--- src/fsp_pkg.sv ---
// shared types, constants and helpers for the format specifier parser
// no dependencies; imported by format_spec_parser_top
package fsp_pkg;

  // bits of the width and precision counters, saturating at 2^COUNT_BITS-1
  localparam int COUNT_BITS = 16;
  localparam int ACC_W      = COUNT_BITS + 5;
  localparam int FIELD_W    = 17;
  localparam int OUT_TDATA_W = 56;

  localparam logic [7:0] CH_NUL     = 8'h00;
  localparam logic [7:0] CH_PERCENT = 8'h25;
  localparam logic [7:0] CH_HASH    = 8'h23;
  localparam logic [7:0] CH_DOT     = 8'h2e;
  localparam logic [7:0] CH_H       = 8'h68;
  localparam logic [7:0] CH_L       = 8'h6c;
  localparam logic [7:0] CH_J       = 8'h6a;
  localparam logic [7:0] CH_Z       = 8'h7a;
  localparam logic [7:0] CH_MINUS   = 8'h2d;
  localparam logic [7:0] CH_PLUS    = 8'h2b;
  localparam logic [7:0] CH_ZERO    = 8'h30;
  localparam logic [7:0] CH_NINE    = 8'h39;
  localparam logic [7:0] CH_SPACE   = 8'h20;

  // parse position; ordering matters, later parts compare against it
  typedef enum logic [3:0] {
    PH_LIT   = 4'd0,
    PH_START = 4'd1,
    PH_SP1   = 4'd2,
    PH_PLUS  = 4'd4,
    PH_SP2   = 4'd5,
    PH_WIDTH = 4'd6,
    PH_PREC  = 4'd7,
    PH_HASH  = 4'd8,
    PH_HPEND = 4'd9,
    PH_LPEND = 4'd10,
    PH_CONV  = 4'd11
  } phase_t;

  typedef enum logic [2:0] {
    LEN_NONE = 3'd0,
    LEN_HH   = 3'd1,
    LEN_H    = 3'd2,
    LEN_LL   = 3'd3,
    LEN_L    = 3'd4,
    LEN_J    = 3'd5,
    LEN_Z    = 3'd6
  } len_t;

  typedef struct packed {
    logic alt;
    logic zero;
    logic space;
    logic plus;
    logic left;
  } flags_t;

  // index into "idDsScC%pUOXxou", 0 when not listed
  function automatic logic [3:0] conv_index(input logic [7:0] b);
    logic [3:0] idx;
    case (b)
      8'h69:   idx = 4'd0;
      8'h64:   idx = 4'd1;
      8'h44:   idx = 4'd2;
      8'h73:   idx = 4'd3;
      8'h53:   idx = 4'd4;
      8'h63:   idx = 4'd5;
      8'h43:   idx = 4'd6;
      8'h25:   idx = 4'd7;
      8'h70:   idx = 4'd8;
      8'h55:   idx = 4'd9;
      8'h4f:   idx = 4'd10;
      8'h58:   idx = 4'd11;
      8'h78:   idx = 4'd12;
      8'h6f:   idx = 4'd13;
      8'h75:   idx = 4'd14;
      default: idx = 4'd0;
    endcase
    return idx;
  endfunction

  // acc*10 + digit, an absent count starting from zero, saturating
  function automatic logic [COUNT_BITS-1:0] acc_digit(input logic [COUNT_BITS-1:0] val,
                                                    input logic present,
                                                    input logic [3:0] d);
    logic [ACC_W-1:0] base;
    logic [ACC_W-1:0] sum;
    base = present ? ACC_W'(val) : '0;
    sum  = (base << 3) + (base << 1) + ACC_W'(d);
    if (sum > ACC_W'({COUNT_BITS{1'b1}})) begin
      return {COUNT_BITS{1'b1}};
    end
    return sum[COUNT_BITS-1:0];
  endfunction

endpackage

--- src/format_spec_parser_top.sv ---
// format specifier parser: byte stream in, literal bytes and specifier records out
// depends on fsp_pkg

// Takes a printf-style format string one byte per beat and returns each plain
// byte as a literal beat (tuser 0) and each complete '%' specifier as one record
// beat (tuser 1) carrying flags, width, precision, length modifier and conversion
// index. A zero byte ends the string; inside a specifier it closes the record with
// the early-end flag. The parse state and the result register both update on the
// accepting edge, so a result appears in the cycle after its byte, and a new byte is
// taken every cycle while the result register is empty or being drained. Bytes that
// only advance the parse give no result beat.
module format_spec_parser_top
  import fsp_pkg::*;
(
  input  logic                   clk,
  input  logic                   rst_n,
  input  logic                   in_tvalid,
  output logic                   in_tready,
  input  logic [7:0]             in_tdata,   // [7:0] char_in
  output logic                   out_tvalid,
  input  logic                   out_tready,
  output logic [OUT_TDATA_W-1:0] out_tdata,  // [7:0] byte_out, [8] left_align,
                                             // [9] show_plus, [10] space_flag,
                                             // [11] zero_pad, [12] alt_form,
                                             // [29:13] field_width, [46:30] precision,
                                             // [49:47] length_mod, [53:50] conversion,
                                             // [54] ended_early, [55] zero
  output logic                   out_tuser   // [0] kind
);

  phase_t                  phase_r, phase_nxt;
  flags_t                  flags_r, flags_nxt;
  logic [COUNT_BITS-1:0]   width_r, width_nxt;
  logic                    width_ok_r, width_ok_nxt;
  logic [COUNT_BITS-1:0]   prec_r, prec_nxt;
  logic                    prec_ok_r, prec_ok_nxt;
  len_t                    len_r, len_nxt;

  logic                    out_valid_r;
  logic [OUT_TDATA_W-1:0]  out_data_r, out_data_nxt;
  logic                    out_kind_r, out_kind_nxt;

  logic                    in_beat;
  logic                    emit;
  logic                    rec;
  logic                    early;
  logic [7:0]              rec_byte;
  logic                    digit;
  logic [7:0]              b;
  logic [FIELD_W-1:0]      width_field;
  logic [FIELD_W-1:0]      prec_field;

  assign in_tready = !out_valid_r || out_tready;
  assign in_beat   = in_tvalid && in_tready;
  assign b         = in_tdata;
  assign digit     = (b >= CH_ZERO) && (b <= CH_NINE);

  always_comb begin
    phase_nxt    = phase_r;
    flags_nxt    = flags_r;
    width_nxt    = width_r;
    width_ok_nxt = width_ok_r;
    prec_nxt     = prec_r;
    prec_ok_nxt  = prec_ok_r;
    len_nxt      = len_r;
    emit         = 1'b0;
    rec          = 1'b0;
    early        = 1'b0;
    rec_byte     = b;

    if (phase_r == PH_LIT || phase_r > PH_CONV) begin
      phase_nxt = PH_LIT;
      if (b == CH_PERCENT) begin
        flags_nxt    = '0;
        width_ok_nxt = 1'b0;
        prec_ok_nxt  = 1'b0;
        len_nxt      = LEN_NONE;
        phase_nxt    = PH_START;
      end else if (b != CH_NUL) begin
        emit = 1'b1;
      end
    end else if (b == CH_NUL) begin
      // string ends mid-specifier: a pending h or l stands alone
      if (phase_r == PH_HPEND) begin
        len_nxt = LEN_H;
      end else if (phase_r == PH_LPEND) begin
        len_nxt = LEN_L;
      end
      emit      = 1'b1;
      rec       = 1'b1;
      early     = 1'b1;
      phase_nxt = PH_LIT;
    end else if (phase_r == PH_HPEND || phase_r == PH_LPEND) begin
      if (phase_r == PH_HPEND && b == CH_H) begin
        len_nxt   = LEN_HH;
        phase_nxt = PH_CONV;
      end else if (phase_r == PH_LPEND && b == CH_L) begin
        len_nxt   = LEN_LL;
        phase_nxt = PH_CONV;
      end else begin
        len_nxt   = (phase_r == PH_HPEND) ? LEN_H : LEN_L;
        emit      = 1'b1;
        rec       = 1'b1;
        phase_nxt = PH_LIT;
      end
    end else if (phase_r <= PH_SP1 && b == CH_SPACE) begin
      flags_nxt.space = 1'b1;
      phase_nxt       = PH_SP1;
    end else if (phase_r <= PH_SP1 && b == CH_MINUS) begin
      flags_nxt.left = 1'b1;
      phase_nxt      = PH_PLUS;
    end else if (phase_r <= PH_PLUS && b == CH_PLUS) begin
      flags_nxt.plus = 1'b1;
      phase_nxt      = PH_PLUS;
    end else if (phase_r <= PH_SP2 && b == CH_SPACE) begin
      flags_nxt.space = 1'b1;
      phase_nxt       = PH_SP2;
    end else if (phase_r == PH_START && b == CH_ZERO) begin
      flags_nxt.zero = 1'b1;
      phase_nxt      = PH_WIDTH;
    end else if (phase_r <= PH_WIDTH && digit) begin
      width_nxt    = acc_digit(width_r, width_ok_r, b[3:0]);
      width_ok_nxt = 1'b1;
      phase_nxt    = PH_WIDTH;
    end else if (phase_r <= PH_WIDTH && b == CH_DOT) begin
      // empty precision reads as zero
      prec_nxt    = '0;
      prec_ok_nxt = 1'b1;
      phase_nxt   = PH_PREC;
    end else if (phase_r == PH_PREC && digit) begin
      prec_nxt    = acc_digit(prec_r, prec_ok_r, b[3:0]);
      prec_ok_nxt = 1'b1;
    end else if (phase_r <= PH_PREC && b == CH_HASH) begin
      flags_nxt.alt = 1'b1;
      phase_nxt     = PH_HASH;
    end else if (phase_r <= PH_HASH && b == CH_H) begin
      phase_nxt = PH_HPEND;
    end else if (phase_r <= PH_HASH && b == CH_L) begin
      phase_nxt = PH_LPEND;
    end else if (phase_r <= PH_HASH && b == CH_J) begin
      len_nxt   = LEN_J;
      phase_nxt = PH_CONV;
    end else if (phase_r <= PH_HASH && b == CH_Z) begin
      len_nxt   = LEN_Z;
      phase_nxt = PH_CONV;
    end else begin
      emit      = 1'b1;
      rec       = 1'b1;
      phase_nxt = PH_LIT;
    end
  end

  assign width_field = width_ok_r ? FIELD_W'(width_r) : {FIELD_W{1'b1}};
  assign prec_field  = prec_ok_r  ? FIELD_W'(prec_r)  : {FIELD_W{1'b1}};

  always_comb begin
    out_kind_nxt = rec;
    out_data_nxt = '0;
    if (rec) begin
      out_data_nxt[7:0]   = early ? CH_NUL : rec_byte;
      out_data_nxt[8]     = flags_r.left;
      out_data_nxt[9]     = flags_r.plus;
      out_data_nxt[10]    = flags_r.space;
      out_data_nxt[11]    = flags_r.zero;
      out_data_nxt[12]    = flags_r.alt;
      out_data_nxt[29:13] = width_field;
      out_data_nxt[46:30] = prec_field;
      out_data_nxt[49:47] = len_nxt;
      out_data_nxt[53:50] = early ? 4'd0 : conv_index(rec_byte);
      out_data_nxt[54]    = early;
    end else begin
      out_data_nxt[7:0] = b;
    end
  end

  always_ff @(posedge clk) begin
    if (!rst_n) begin
      phase_r     <= PH_LIT;
      flags_r     <= '0;
      width_ok_r  <= 1'b0;
      prec_ok_r   <= 1'b0;
      len_r       <= LEN_NONE;
      out_valid_r <= 1'b0;
    end else begin
      if (in_beat) begin
        phase_r    <= phase_nxt;
        flags_r    <= flags_nxt;
        width_ok_r <= width_ok_nxt;
        prec_ok_r  <= prec_ok_nxt;
        len_r      <= len_nxt;
      end
      if (in_beat && emit) begin
        out_valid_r <= 1'b1;
      end else if (out_tready) begin
        out_valid_r <= 1'b0;
      end
    end
  end

  always_ff @(posedge clk) begin
    if (in_beat) begin
      width_r <= width_nxt;
      prec_r  <= prec_nxt;
    end
    if (in_beat && emit) begin
      out_data_r <= out_data_nxt;
      out_kind_r <= out_kind_nxt;
    end
  end

  assign out_tvalid = out_valid_r;
  assign out_tdata  = out_data_r;
  assign out_tuser  = out_kind_r;

  // literal beats carry nothing above the byte
  a_literal_clean: assert property (@(posedge clk) disable iff (!rst_n)
    out_valid_r && !out_kind_r |-> out_data_r[OUT_TDATA_W-1:8] == '0)
    else $error("literal beat with non-zero record fields");

  // an early-end record has no conversion byte
  a_early_record: assert property (@(posedge clk) disable iff (!rst_n)
    out_valid_r && out_kind_r && out_data_r[54] |->
      out_data_r[7:0] == CH_NUL && out_data_r[53:50] == 4'd0)
    else $error("early-end record with conversion data");

  // terminator inside a specifier closes it with a record
  a_term_closes: assert property (@(posedge clk) disable iff (!rst_n)
    in_beat && phase_r != PH_LIT && in_tdata == CH_NUL |=>
      phase_r == PH_LIT && out_valid_r && out_kind_r)
    else $error("terminator did not close the specifier");

  // terminator between specifiers gives no beat
  a_term_silent: assert property (@(posedge clk) disable iff (!rst_n)
    in_beat && phase_r == PH_LIT && in_tdata == CH_NUL && !out_valid_r |=> !out_valid_r)
    else $error("terminator outside a specifier produced a beat");

endmodule
--- config.mk ---
export PLATFORM = sky130hd
export DESIGN_NAME = format_spec_parser_top
export DESIGN_NICKNAME = d
export VERILOG_FILES = /design/src/fsp_pkg.sv /design/src/format_spec_parser_top.sv
export SDC_FILE = /design/constraint.sdc
export NUM_CORES = 1
export LEC_CHECK = 0
export ABC_CLOCK_PERIOD_IN_PS = 10100
export BUFFER_PORTS_ARGS = -buffer_cell sky130_fd_sc_hd__buf_2
export CAP_MARGIN = 40
export CELL_PAD_IN_SITES_DETAIL_PLACEMENT = 1
export CELL_PAD_IN_SITES_GLOBAL_PLACEMENT = 1
export CORE_ASPECT_RATIO = 1.1
export CORE_MARGIN = 1.5
export CORE_UTILIZATION = 45
export CTS_BUF_LIST = sky130_fd_sc_hd__clkbuf_8
export CTS_CLUSTER_DIAMETER = 60
export DETAILED_ROUTE_END_ITERATION = 12
export GPL_TIMING_DRIVEN = 1
export MAX_ROUTING_LAYER = met4
export PLACE_DENSITY = 0.89
export SYNTH_ARGS = -nofsm -noshare
export SYNTH_HDL_FRONTEND = slang
export SYNTH_SLANG_ARGS = --single-unit
--- constraint.sdc ---
create_clock -name clk -period 10.1 [get_ports clk]
set_clock_uncertainty 0.05 [all_clocks]
set_input_delay 1.01 -clock clk [delete_from_list [all_inputs] [get_ports clk]]
set_output_delay 1.01 -clock clk [all_outputs]
set_load 0.02 [all_outputs]
# ---- Word level (Yosys, flattened, before mapping)
# Cells that the tools add are included.
dict set report word_totals {
  register_bits 103
  in_bits 12
  out_inout_bits 59
}
dict set report classes {
  addsub 4
  magnitude_cmp 11
  n_eq_ne 42
  muxes 140
  n_bitwise 10
  reduce_logical 45
}
# op count
set ops {}
lappend ops {{equality test 8 x 7 -> 1 bit, second input constant} 17}
lappend ops {{2-to-1 mux 16 bit} 7}
lappend ops {{2-to-1 mux 1 bit} 79}
lappend ops {{2-to-1 mux 4 bit} 19}
lappend ops {{2-to-1 mux 3 bit} 23}
lappend ops {{equality test 8 x 6 -> 1 bit, second input constant} 7}
lappend ops {{one-hot mux 4 bit (14 select lines)} 1}
lappend ops {{adder 20 x 4 -> 21 bit} 2}
lappend ops {{> comparator 21 x 16 -> 1 bit, second input constant} 2}
lappend ops {{adder 19 x 17 -> 20 bit} 2}
lappend ops {{2-to-1 mux 17 bit} 2}
lappend ops {{AND reduction 11 bit} 2}
lappend ops {{2-to-1 mux 5 bit} 4}
lappend ops {{inequality test 2 bit, second input constant} 10}
lappend ops {{AND reduction 10 bit} 2}
lappend ops {{logical AND 1 bit} 18}
lappend ops {{less-or-equal comparator 4 x 3 -> 1 bit, second input constant} 4}
lappend ops {{2-to-1 mux 8 bit} 2}
lappend ops {{AND reduction 7 bit} 2}
lappend ops {{nonzero test 2 bit} 7}
lappend ops {{AND reduction 13 bit} 1}
lappend ops {{inequality test 11 bit, second input constant} 1}
lappend ops {{NOT 1 bit} 10}
lappend ops {{AND reduction 9 bit} 1}
lappend ops {{20 further kinds} 27}

# ---- Longest topological paths before layout
# Gate-level depths: netlist (run 1).
dict set report logic_depth {
  ltp_word 20
  mapped_depth 14
  mapped_depth_nobuf 12
}

# ---- Worst setup path before layout (run 1)
# Ideal clock, no wire load.
dict set report synth_path {
  path_kind {input to register}
  startpoint {in in_tdata[0]}
  endpoint {reg out_data_r[0] (netlist: out_tdata[0]) (enable)}
  setup_time_ns 0.488
  arrival_time_ns 5.231
  setup_slack_ns 4.331
  cell_stages 9
  cell_sequence {clkbuf_1 > nor2b_1 > and4_1 > buf_2 > o21bai_1 > o41ai_4 > nand2_2 > buf_6 > a21oi_1}
}
dict set report synth_via {
  elab_chain_cells 19
  word_cells_on_any_way 52
}
# item line
set synth_lines {}
lappend synth_lines {{start: declaration} format_spec_parser_top.sv:19} ;# input logic [7:0] in_tdata,
lappend synth_lines {{equality test 8 x 7 -> 1 bit} format_spec_parser_top.sv:143} ;# end else if (phase_r <= PH_HASH && b == CH_Z) begin
lappend synth_lines {{logical AND 1 bit} format_spec_parser_top.sv:143}
lappend synth_lines {{2-to-1 mux 1 bit} format_spec_parser_top.sv:143}
lappend synth_lines {{2-to-1 mux 1 bit} format_spec_parser_top.sv:140} ;# end else if (phase_r <= PH_HASH && b == CH_J) begin
lappend synth_lines {{2-to-1 mux 1 bit} format_spec_parser_top.sv:138} ;# end else if (phase_r <= PH_HASH && b == CH_L) begin
lappend synth_lines {{2-to-1 mux 1 bit} format_spec_parser_top.sv:136} ;# end else if (phase_r <= PH_HASH && b == CH_H) begin
lappend synth_lines {{2-to-1 mux 1 bit} format_spec_parser_top.sv:133} ;# end else if (phase_r <= PH_PREC && b == CH_HASH) begin
lappend synth_lines {{2-to-1 mux 1 bit} format_spec_parser_top.sv:130} ;# end else if (phase_r == PH_PREC && digit) begin
lappend synth_lines {{[... 3 more ...]} -}
lappend synth_lines {{2-to-1 mux 1 bit} format_spec_parser_top.sv:115} ;# end else if (phase_r <= PH_SP2 && b == CH_SPACE) begin
lappend synth_lines {{2-to-1 mux 1 bit} format_spec_parser_top.sv:112} ;# end else if (phase_r <= PH_PLUS && b == CH_PLUS) begin
lappend synth_lines {{2-to-1 mux 1 bit} format_spec_parser_top.sv:109} ;# end else if (phase_r <= PH_SP1 && b == CH_MINUS) begin
lappend synth_lines {{2-to-1 mux 1 bit} format_spec_parser_top.sv:106} ;# end else if (phase_r <= PH_SP1 && b == CH_SPACE) begin
lappend synth_lines {{2-to-1 mux 1 bit} format_spec_parser_top.sv:93} ;# end else if (phase_r == PH_HPEND || phase_r == PH_LPEND) begin
lappend synth_lines {{2-to-1 mux 1 bit} format_spec_parser_top.sv:82} ;# end else if (b == CH_NUL) begin
lappend synth_lines {{2-to-1 mux 1 bit *} format_spec_parser_top.sv:71} ;# if (phase_r == PH_LIT || phase_r > PH_CONV) begin
lappend synth_lines {{logical AND 1 bit *} format_spec_parser_top.sv:205} ;# if (in_beat && emit) begin
lappend synth_lines {{end signal: assignment} format_spec_parser_top.sv:206} ;# out_data_r <= out_data_nxt;
lappend synth_lines {{end: declaration} format_spec_parser_top.sv:40} ;# logic [OUT_TDATA_W-1:0] out_data_r, out_data_nxt;
# Mark *: on every way between the ends. The rest lies on a longest branch, timed or not.
# A chain may end at the register's enable or synchronous reset.

# ---- Final worst setup path (run 1)
dict set report layout_path {
  startpoint {in in_tdata[2]}
  endpoint {reg out_data_r[49] (netlist: out_tdata[49]) (enable)}
}
# The elaborated chain is that of the path after synthesis.

==> impl_metrics.json, run 1 <==
{
  "finalSetupViolCount": 0,
  "first_global_vias": 6190,
  "powerDensity_nw_per_um2": 100,
  "async_flop_share_pct": 0,
  "finalHoldViolCount": 0,
  "drt_iter0_markers": 424,
  "ctsHoldBuffers": 0,
  "finalWeightedCongestion": 0.880,
  "cts_root_buf": "clkbuf_8",
  "synth_area_leader_cell": "edfxtp_1",
  "end_kind": "flop",
  "synth_area_per_cell_um2": 9.56,
  "fillerInstances": 1817,
  "vdd_drop_max_mv": 0.0520,
  "coreArea_um2": 15800,
  "first_pass_iters": 5,
  "grt.overflow.total": 0,
  "worstPathArrival_ns": 4.51,
  "path_clk_slew_ns": 0.11,
  "vias": 6198,
  "grt_setup_unrepaired": "no",
  "die_area_um2": 17100,
  "synthFlopType": "edfxtp_1",
  "maxCapViolations": 0,
  "synth_edf_count": 88,
  "cts_num_sinks": 103,
  "synth.yosys.seq_area_share_pct": 40.1,
  "vias_per_cell": 6.12,
  "cts_resized": 0,
  "worstSetupStartpointType": "input pin",
  "synth_top_cell_area_share_pct": 36.0,
  "synthTopCellsByArea": "edfxtp_1, ha_1, a21oi_1, dfxtp_1, and2_1",
  "syn_nets": 845,
  "timing.final.ws_setup_ns": 5.58,
  "grt_max_degree": 44,
  "post_cts_buffers": 0,
  "multi_input_area_um2": 3960,
  "grt_antenna_before_repair": 0,
  "nets": 885,
  "setup_tns_ns": 0,
  "synth-seq-cells": 103,
  "drive_gt1_share_pct": 15.0,
  "crit_type": "input pin to flop",
  "fin_crit_sh_pct": 44.7,
  "start_util_pct": 46.5,
  "grtUsageTotal_pct": 24.0,
  "fp-row-count": 48,
  "p_leak_nw": 3.52,
  "die_w_um": 125,
  "cp_max_fo": 43,
  "seqCellArea_um2": 2940,
  "htreeDepth": 3,
  "cts_buffers": 9,
  "period_minus_slack_ns": 4.52,
  "insertion_delay_ns": 0.39,
  "die_y_um": 137,
  "worstMarginPinSlew_ns": 0.858,
  "synth.cell_area_um2": 7340,
  "preCtsSetupSlack_ns": 5.19,
  "hpwlAfterDp_um": 15100,
  "cts.path.max_buffers": 2,
  "crit_required_ns": 10.09,
  "tritoncts": "built",
  "max_freq_mhz": 221,
  "drc": 0,
  "final_common_cell": "edfxtp_1",
  "relSlewSlack_pct": 42.0,
  "synth.distinct_cells": 83,
  "wl_um": 19900,
  "grt_pass1_wl_um": 32100,
  "wl_per_cell_um": 19.6,
  "drv_slew": 0,
  "boundaryPins": 71,
  "yosysWarnings": 0,
  "syn_inst": 768,
  "area_growth_pct": 9.17,
  "layout_common_cells": "edfxtp_1, buf_2, a21oi_1, ha_1, inv_1",
  "io_buffers": 69,
  "drtAntennaViolNets": 0,
  "n_antenna_cell": 0,
  "hold_class": "flop to flop",
  "status": "completed"
}
-- cells by family after synthesis --
group | synth area share, %
and+or+nand+nor | 17.7
AOI/OAI and AO/OA | 20.9
buffers and inverters | 6.26
DFF | 40.1
adders and majority gates | 11.4
xor gates and xnor gates | 2.62
muxes | 0.972
other | 0.0511
-- cell type report --
cell class	count	share of cell area, %
inverters	58	2.72
well taps	200	3.12
multi-input cells	553	49.4
repair buffers	83	5.85
flip-flops and latches	103	36.7
clock inverters	7	0.687
clock buffers	9	1.55
-- Yosys cell counts, types with 15 or more instances --
| library cell | instances |
|---|---|
| clkbuf_1 | 37 |
| a21oi_1 | 66 |
| edfxtp_1 | 88 |
| a41oi_1 | 19 |
| ha_1 | 62 |
| nor3_1 | 16 |
| nand3_1 | 19 |
| o21ai_0 | 37 |
| inv_1 | 58 |
| nor2_1 | 39 |
| and2_1 | 35 |
| nand2_1 | 40 |
| dfxtp_1 | 15 |
-- power by group --
part	switching [mW]	internal, mW
logic	0.0536	0.0221
registers	0.00437	0.472
clock network	0.159	0.0929
total	0.217	0.587
-- layer usage --
layer / GRT usage [%] / up-vias / part of all wire, % / routed length [µm]
met1: 31.1 / 3081 / 44 / 8780
met5: - / - / 0 / 0
met3: 2.42 / 24 / 4.9 / 970
met2: 40.7 / 158 / 50 / 9860
li1: - / 2935 / - / -
met4: 5.68 / 0 / 1.4 / 269
-- sequential cells by signal (all words and copies together), names as in the netlist --
name,count
flags_r,5
out_tvalid,1
len_r,3
phase_r,4
width_r,16
prec_r,16
out_tuser,1
prec_ok_r,1
out_tdata,55
width_ok_r,1
-- through the flow --
step           area, µm²  std cells  utilization (%)  hold slack (ns)  power, mW
2_1_floorplan       7340        768                -            0.379      0.537
3_3_place_gp        7760        990             49.2            0.395      0.558
3_5_place_dp        7840        997             49.6            0.402      0.561
4_1_cts             8010       1013             50.7            0.428      0.804
5_1_grt             8010       1013             50.7            0.449      0.826
6_report            8010       1013             50.7            0.426      0.804
-- critical path, stage by stage --
cell	delay (ns)
buf_2	0.37
nor2b_1	0.20
and4_1	0.32
o21bai_1	0.24
o41ai_4	0.54
nand2_2	0.61
a21oi_4	0.58
buf_4	0.55
-- worst paths after layout --
check / from / endpoint / slack (ns) / cells after the start
worst max-delay path: in_tdata[2] / out_tdata[49]$_SDFFCE_PP0P_ / 5.58 / 8
worst max register to register: phase_r[2]$_SDFFE_PN0P_ / out_tdata[49]$_SDFFCE_PP0P_ / 5.99 / 7
worst min register to register: flags_r[1]$_SDFFE_PN0P_ / flags_r[1]$_SDFFE_PN0P_ / 0.43 / 1
worst min-delay path: flags_r[1]$_SDFFE_PN0P_ / flags_r[1]$_SDFFE_PN0P_ / 0.43 / 1
No activity file was read; power rests on OpenSTA's default activity.
==> inputs of run 2 (changes only) <==
--- a/config.mk
+++ b/config.mk
@@ -5,20 +5,21 @@
 export SDC_FILE = /design/constraint.sdc
 export NUM_CORES = 1
 export LEC_CHECK = 0
-export ABC_CLOCK_PERIOD_IN_PS = 10100
+export ABC_AREA = 1
+export ABC_CLOCK_PERIOD_IN_PS = 3900
 export BUFFER_PORTS_ARGS = -buffer_cell sky130_fd_sc_hd__buf_2
 export CAP_MARGIN = 40
 export CELL_PAD_IN_SITES_DETAIL_PLACEMENT = 1
 export CELL_PAD_IN_SITES_GLOBAL_PLACEMENT = 1
 export CORE_ASPECT_RATIO = 1.1
 export CORE_MARGIN = 1.5
-export CORE_UTILIZATION = 45
+export CORE_UTILIZATION = 42
 export CTS_BUF_LIST = sky130_fd_sc_hd__clkbuf_8
 export CTS_CLUSTER_DIAMETER = 60
 export DETAILED_ROUTE_END_ITERATION = 12
 export GPL_TIMING_DRIVEN = 1
 export MAX_ROUTING_LAYER = met4
-export PLACE_DENSITY = 0.89
+export PLACE_DENSITY = 0.9
 export SYNTH_ARGS = -nofsm -noshare
 export SYNTH_HDL_FRONTEND = slang
 export SYNTH_SLANG_ARGS = --single-unit
==> constraint.sdc (replaced) <==
create_clock -name clk -period 3.9 [get_ports clk]
set_clock_uncertainty 0.05 [all_clocks]
set_input_delay 0.39 -clock clk [delete_from_list [all_inputs] [get_ports clk]]
set_output_delay 0.39 -clock clk [all_outputs]
set_load 0.02 [all_outputs]
==> run 2 against run 1 <==
Sequential power rose to 2.7 times the previous value. Register-to-register slack got worse by 5.7 ns. Wire length grew 3.1%. Flip-flop and latch count is the same. Utilization fell by 3.6 points. Via count grew 4.2%. First-iteration DRC count up 34%. Largest power group unchanged. Final area grew 0.55%.
==> impl_metrics.json, run 2 <==
{
  "grt_antenna_before_repair": 0,
  "synthFlopType": "edfxtp_1",
  "first_global_vias": 6691,
  "dp_cells": 1193,
  "final_common_cell": "nand2_1",
  "period_minus_slack_ns": 3.65,
  "grt_pass1_wl_um": 33400,
  "synth.yosys.seq_area_share_pct": 39.9,
  "layout_common_cells": "nand2_1, inv_1, nor2_1, edfxtp_1, nand3_1",
  "fp-row-count": 50,
  "grt_max_degree": 43,
  "syn_nets": 991,
  "hold_class": "input pin to flop",
  "synth.distinct_cells": 49,
  "p_clk_share_pct": 29.4,
  "cts.path.max_buffers": 2,
  "internal_power_mw": 1.63,
  "largest_reg_flops": 55,
  "p_sw_mw": 0.631,
  "drc": 0,
  "vias_per_cell": 5.34,
  "yosysMostFrequentCell": "nand2_1",
  "switching_share_pct": 27.9,
  "synth_edf_count": 88,
  "die_y_um": 142,
  "combPwrFrac_pct": 14.5,
  "vias": 6459,
  "post_cts_buffers": 0,
  "coreArea_um2": 17100,
  "start_util_pct": 43.1,
  "critPathMaxStageDelay_ns": 0.56,
  "wl_per_cell_um": 17.0,
  "die_area_um2": 18300,
  "crit_slowest_cell": "nor2_2",
  "ctsHoldBuffers": 0,
  "cts_root_buf": "clkbuf_8",
  "area_growth_pct": 9.36,
  "powerDensity_nw_per_um2": 280,
  "die_w_um": 129,
  "n_antenna_cell": 0,
  "multi_input_area_um2": 3780,
  "io_buffers": 69,
  "fin_crit_sh_pct": 93.5,
  "cts_resized": 0,
  "setup_tns_ns": 0,
  "fin_cells": 1209,
  "path_clk_slew_ns": 0.10,
  "grt.overflow.total": 0,
  "drt_iter0_markers": 568,
  "relSlewSlack_pct": 45.2,
  "synth_area_per_cell_um2": 8.06,
  "synth_top_cell_area_share_pct": 35.9,
  "boundaryPins": 71,
  "synthTopCellsByArea": "edfxtp_1, ha_1, nand2_1, inv_1, nor2_1",
  "finalSetupViolCount": 0,
  "grt_setup_unrepaired": "no",
  "finalHoldViolCount": 0,
  "first_pass_iters": 5,
  "maxCapViolations": 0,
  "cts_num_sinks": 103,
  "grtUsageTotal_pct": 24.0,
  "cp_max_fo": 18,
  "hpwlAfterDp_um": 16200,
  "vdd_drop_max_mv": 0.140,
  "yosysWarnings": 0,
  "async_flop_share_pct": 0,
  "syn_inst": 914,
  "synth-seq-cells": 103,
  "worstMarginPinSlew_ns": 0.823,
  "tritoncts": "built",
  "worstPathArrival_ns": 3.71,
  "drv_slew": 0,
  "wl_um": 20500,
  "worstSetupStartpointType": "flop",
  "max_freq_mhz": 274,
  "synth.cell_area_um2": 7370,
  "seqCellArea_um2": 2940,
  "fillerInstances": 2126,
  "crit_required_ns": 3.97,
  "cpMostUsedCell": "nand2_1",
  "status": "completed",
  "p_leak_nw": 4.16,
  "finalPower_mw": 2.26,
  "drive_gt1_share_pct": 16.5,
  "synth_area_leader_cell": "edfxtp_1",
  "insertion_delay_ns": 0.40,
  "htreeDepth": 3,
  "finalWeightedCongestion": 0.885,
  "crit_type": "flop to flop",
  "cts_buffers": 9,
  "nets": 1047,
  "synth_common_cells": "nand2_1, inv_1, nor2_1",
  "end_kind": "flop",
  "pwr-share-seq_pct": 56.2,
  "path_cells": "buf_4 > nand2_1 > fa_1 > fa_1 > inv_1 > nand3_1 > nand2_1 > a21oi_1 > o21ai_2 > nand2_1 > nand3_1 > nand2_1 > nor2_2 > nand3_1",
  "drtAntennaViolNets": 0
}
-- run 2: stage by stage --
step                utilization [%]  cell area [µm²]  hold WS, ns  setup WS [ns]
detailed placement             46.1             7870        0.419          0.333
floorplan                         -             7370        0.403          0.903
finish                         47.2             8060        0.159          0.255
global placement               46.0             7860        0.417          0.580
CTS                            47.2             8060        0.146          0.286
global route                   47.2             8060        0.156         0.0314
-- run 2: kinds of logic (layout without fill, tap and decap cells) --
group,count (synthesis),after routing,synth area share [%]
compound gates,103,103,7.78
xor+xnor,26,26,3.09
fa+ha+maj,65,65,11.3
buf+inv,151,212,8.71
flops,103,103,39.9
other cells,1,1,0.0509
simple gates,465,465,29.1
-- run 2: worst paths after layout --
| kind | start | end | slack, ns | cells after the start |
|---|---|---|---|---|
| max | width_ok_r$_SDFFE_PN0P_ | width_r[8]$_SDFFCE_PN1P_ | 0.25 | 14 |
| min | in_tdata[6] | out_tdata[6]$_DFFE_PP_ | 0.16 | 1 |
| max reg2reg | width_ok_r$_SDFFE_PN0P_ | width_r[8]$_SDFFCE_PN1P_ | 0.25 | 14 |
| min reg2reg | flags_r[2]$_SDFFE_PN0P_ | flags_r[2]$_SDFFE_PN0P_ | 0.43 | 2 |
-- run 2: critical path, delay by kind of cell (launching register included) --
| family | cells | cell delay (ns) |
|---|---|---|
| AO/OA/AOI/OAI | 2 | 0.25 |
| buffers and inverters | 2 | 0.31 |
| AND/OR/NAND/NOR | 8 | 1.38 |
| flip-flops | 1 | 0.33 |
| adder cells (fa/ha/maj) | 2 | 1.03 |
-- run 2: power by group through the flow --
stage               Combinational (mW)  Clock (mW)  Sequential (mW)
finish                           0.327       0.663             1.27
floorplan                        0.175           0             1.35
global route                     0.363       0.703             1.27
CTS                              0.331       0.671             1.27
detailed placement               0.329           0             1.29
global placement                 0.310           0             1.29
-- run 2: routing by layer --
metal | wire (µm) | vias to the layer above | GRT usage, %
li1 | - | 3125 | -
met1 | 8870 | 3134 | 29.4
met2 | 10400 | 169 | 41.2
met3 | 817 | 31 | 2.60
met4 | 454 | 0 | 8.22
met5 | 0 | - | -
-- run 2: layout make-up --
class / count / share of cell area (%)
multi-input combinational: 660 / 47.0
tap: 234 / 3.63
inverter: 123 / 5.73
timing repair buffer: 73 / 4.86
clock buffer: 12 / 2.05
sequential: 103 / 36.5
clock inverter: 4 / 0.248
==> inputs of run 3 (changes only) <==
--- a/config.mk
+++ b/config.mk
@@ -11,7 +11,7 @@
 export CAP_MARGIN = 40
 export CELL_PAD_IN_SITES_DETAIL_PLACEMENT = 1
 export CELL_PAD_IN_SITES_GLOBAL_PLACEMENT = 1
-export CORE_ASPECT_RATIO = 1.1
+export CORE_ASPECT_RATIO = 0.8
 export CORE_MARGIN = 1.5
 export CORE_UTILIZATION = 42
 export CTS_BUF_LIST = sky130_fd_sc_hd__clkbuf_8
@@ -20,6 +20,7 @@
 export GPL_TIMING_DRIVEN = 1
 export MAX_ROUTING_LAYER = met4
 export PLACE_DENSITY = 0.9
+export SLEW_MARGIN = 5
 export SYNTH_ARGS = -nofsm -noshare
 export SYNTH_HDL_FRONTEND = slang
 export SYNTH_SLANG_ARGS = --single-unit
==> run 3 against run 2 <==
Maximum frequency rose by 2.3%. Final area decreased by 0.51%. Flip-flop and latch count stayed put. Critical path depth up 3. Count of clock-buffer cells in the layout decreased by 3. Clock power is 9.7% lower. Cell count is 0.74% lower.
==> impl_metrics.json, run 3 (same netlist as run 2, synthesis figures left out) <==
{
  "r2r-end": "prec_r[9]$_SDFFCE_PP0P_",
  "drc": 0,
  "nets": 1047,
  "drt_iter0_markers": 509,
  "worst-path-buf-inv": 3,
  "maxCapViolations": 0,
  "insertion_delay_ns": 0.39,
  "vias_per_cell": 5.45,
  "area_growth_pct": 8.80,
  "max_freq_mhz": 281,
  "rrSetupSlack_ns": 0.34,
  "status": "completed",
  "relSlewSlack_pct": 42.0,
  "first_global_vias": 6662,
  "drv_slew": 0,
  "min_to": "out_tdata[6]$_DFFE_PP_",
  "layout_common_cells": "nand2_1, inv_1, nor2_1, edfxtp_1, nand3_1",
  "fp-row-count": 43,
  "period_minus_slack_ns": 3.56,
  "largest_reg_flops": 55,
  "first_pass_iters": 4,
  "hold_ws_ns": 0.178,
  "crit_family": "simple AND/OR/NAND/NOR gates",
  "grt_setup_unrepaired": "no",
  "hpwlAfterDp_um": 17200,
  "worstMarginPinSlew_ns": 0.870,
  "grt.overflow.total": 0,
  "cp_max_fo": 16,
  "end_kind": "flop",
  "critPathMaxStageDelay_ns": 0.44,
  "drtAntennaViolNets": 0,
  "boundaryPins": 71,
  "htreeDepth": 3,
  "grt_antenna_before_repair": 0,
  "die_w_um": 151,
  "crit_required_ns": 4.00,
  "worstPathArrival_ns": 3.66,
  "cts_resized": 0,
  "cts_buffers": 9,
  "ctsHoldBuffers": 0,
  "finalWeightedCongestion": 0.920,
  "start_util_pct": 42.7,
  "wl_per_cell_um": 18.0,
  "regToRegStartpoint": "prec_ok_r$_SDFFE_PN0P_",
  "cts_num_sinks": 103,
  "path_cells": "buf_4 > nand2_1 > inv_1 > ha_1 > ha_1 > a21oi_1 > nor2_1 > nor2_1 > nand2_1 > nand3_1 > nand2_1 > nand2_1 > nand2_1 > nor2_4 > nand3_1 > nand2_1 > inv_1",
  "fin_crit_sh_pct": 91.3,
  "wl_um": 21600,
  "cpMostUsedCell": "nand2_1",
  "preCtsSetupSlack_ns": 0.367,
  "r2r.worst_path.cells": 17,
  "worstSetupStartpointType": "flop",
  "holdPathStages": 1,
  "setup_tns_ns": 0,
  "finalHoldViolCount": 0,
  "finalSetupViolCount": 0,
  "tritoncts": "built",
  "drive_gt1_share_pct": 16.3,
  "grt_pass1_wl_um": 34700,
  "crit_type": "flop to flop",
  "dpl_cell_area_um2": 7860,
  "holdCritStartpoint": "in_tdata[6]",
  "die_y_um": 121,
  "cts.path.max_buffers": 2,
  "grt_max_degree": 43,
  "p_leak_nw": 4.14,
  "grtUsageTotal_pct": 25.4,
  "crit_slowest_cell": "dfxtp_1",
  "cts_root_buf": "clkbuf_8",
  "n_antenna_cell": 0,
  "io_buffers": 69,
  "powerDensity_nw_per_um2": 275,
  "die_area_um2": 18400,
  "final_common_cell": "nand2_1",
  "hold_class": "input pin to flop",
  "final_area_um2": 8020,
  "post_cts_buffers": 0,
  "finalPower_mw": 2.20,
  "coreArea_um2": 17300,
  "path_clk_slew_ns": 0.10,
  "vdd_drop_max_mv": 0.123,
  "timing.final.ws_setup_ns": 0.337,
  "vias": 6537
}
[run 3: worst reg2reg max path, cell delays in order, from the launching register on]
cell	delay, ns
dfxtp_1	0.44
buf_4	0.27
nand2_1	0.10
inv_1	0.10
ha_1	0.26
ha_1	0.38
a21oi_1	0.32
nor2_1	0.10
nor2_1	0.11
nand2_1	0.15
nand3_1	0.15
nand2_1	0.06
nand2_1	0.06
nand2_1	0.08
nor2_4	0.38
nand3_1	0.17
nand2_1	0.11
inv_1	0.05
[run 3: final cells by class]
class                           instances  area [µm²]
Multi-Input combinational cell        660        3780
Timing Repair Buffer                   73         388
Fill cell                            2155        9250
Clock buffer                            9         124
Tap cell                              225         282
Sequential cell                       103        2940
Inverter                              123         462
Clock inverter                          7        35.0
[run 3: layer usage]
metal	track usage (%)	up-vias	share of wire (%)
met5	-	-	0
met4	9.10	0	2.3
met3	3.01	37	4.6
met2	39.9	194	47
met1	33.8	3186	46
li1	-	3120	-
[run 3: worst max path at each step]
stage                                  from                         to  slack [ns]  depth (start not counted)
floorplan           width_ok_r$_SDFFE_PN0P_  width_r[10]$_SDFFCE_PN1P_        0.90                         19
global placement                in_tdata[3]  width_r[13]$_SDFFCE_PN1P_        0.58                         14
detailed placement              in_tdata[3]  width_r[10]$_SDFFCE_PN1P_        0.37                         14
CTS                 width_ok_r$_SDFFE_PN0P_  width_r[12]$_SDFFCE_PN1P_        0.36                         13
global route        width_ok_r$_SDFFE_PN0P_  width_r[10]$_SDFFCE_PN1P_        0.09                         13
finish               prec_ok_r$_SDFFE_PN0P_    prec_r[9]$_SDFFCE_PP0P_        0.34                         17
[run 3: power by group]
group	switching, mW	total, mW	leakage (nW)	internal (mW)
combinational	0.241	0.337	3.08	0.0959
clock	0.377	0.599	0.0902	0.222
sequential	0.0168	1.27	0.977	1.25
[run 3: per-stage QoR]
| step | std cells | utilization [%] |
|---|---|---|
| final | 1200 | 46.4 |
| after global routing | 1200 | 46.4 |
| after CTS | 1200 | 46.4 |
| after detailed placement | 1184 | 45.5 |
| after global placement | 1184 | 45.5 |
| after floorplan | 914 | - |
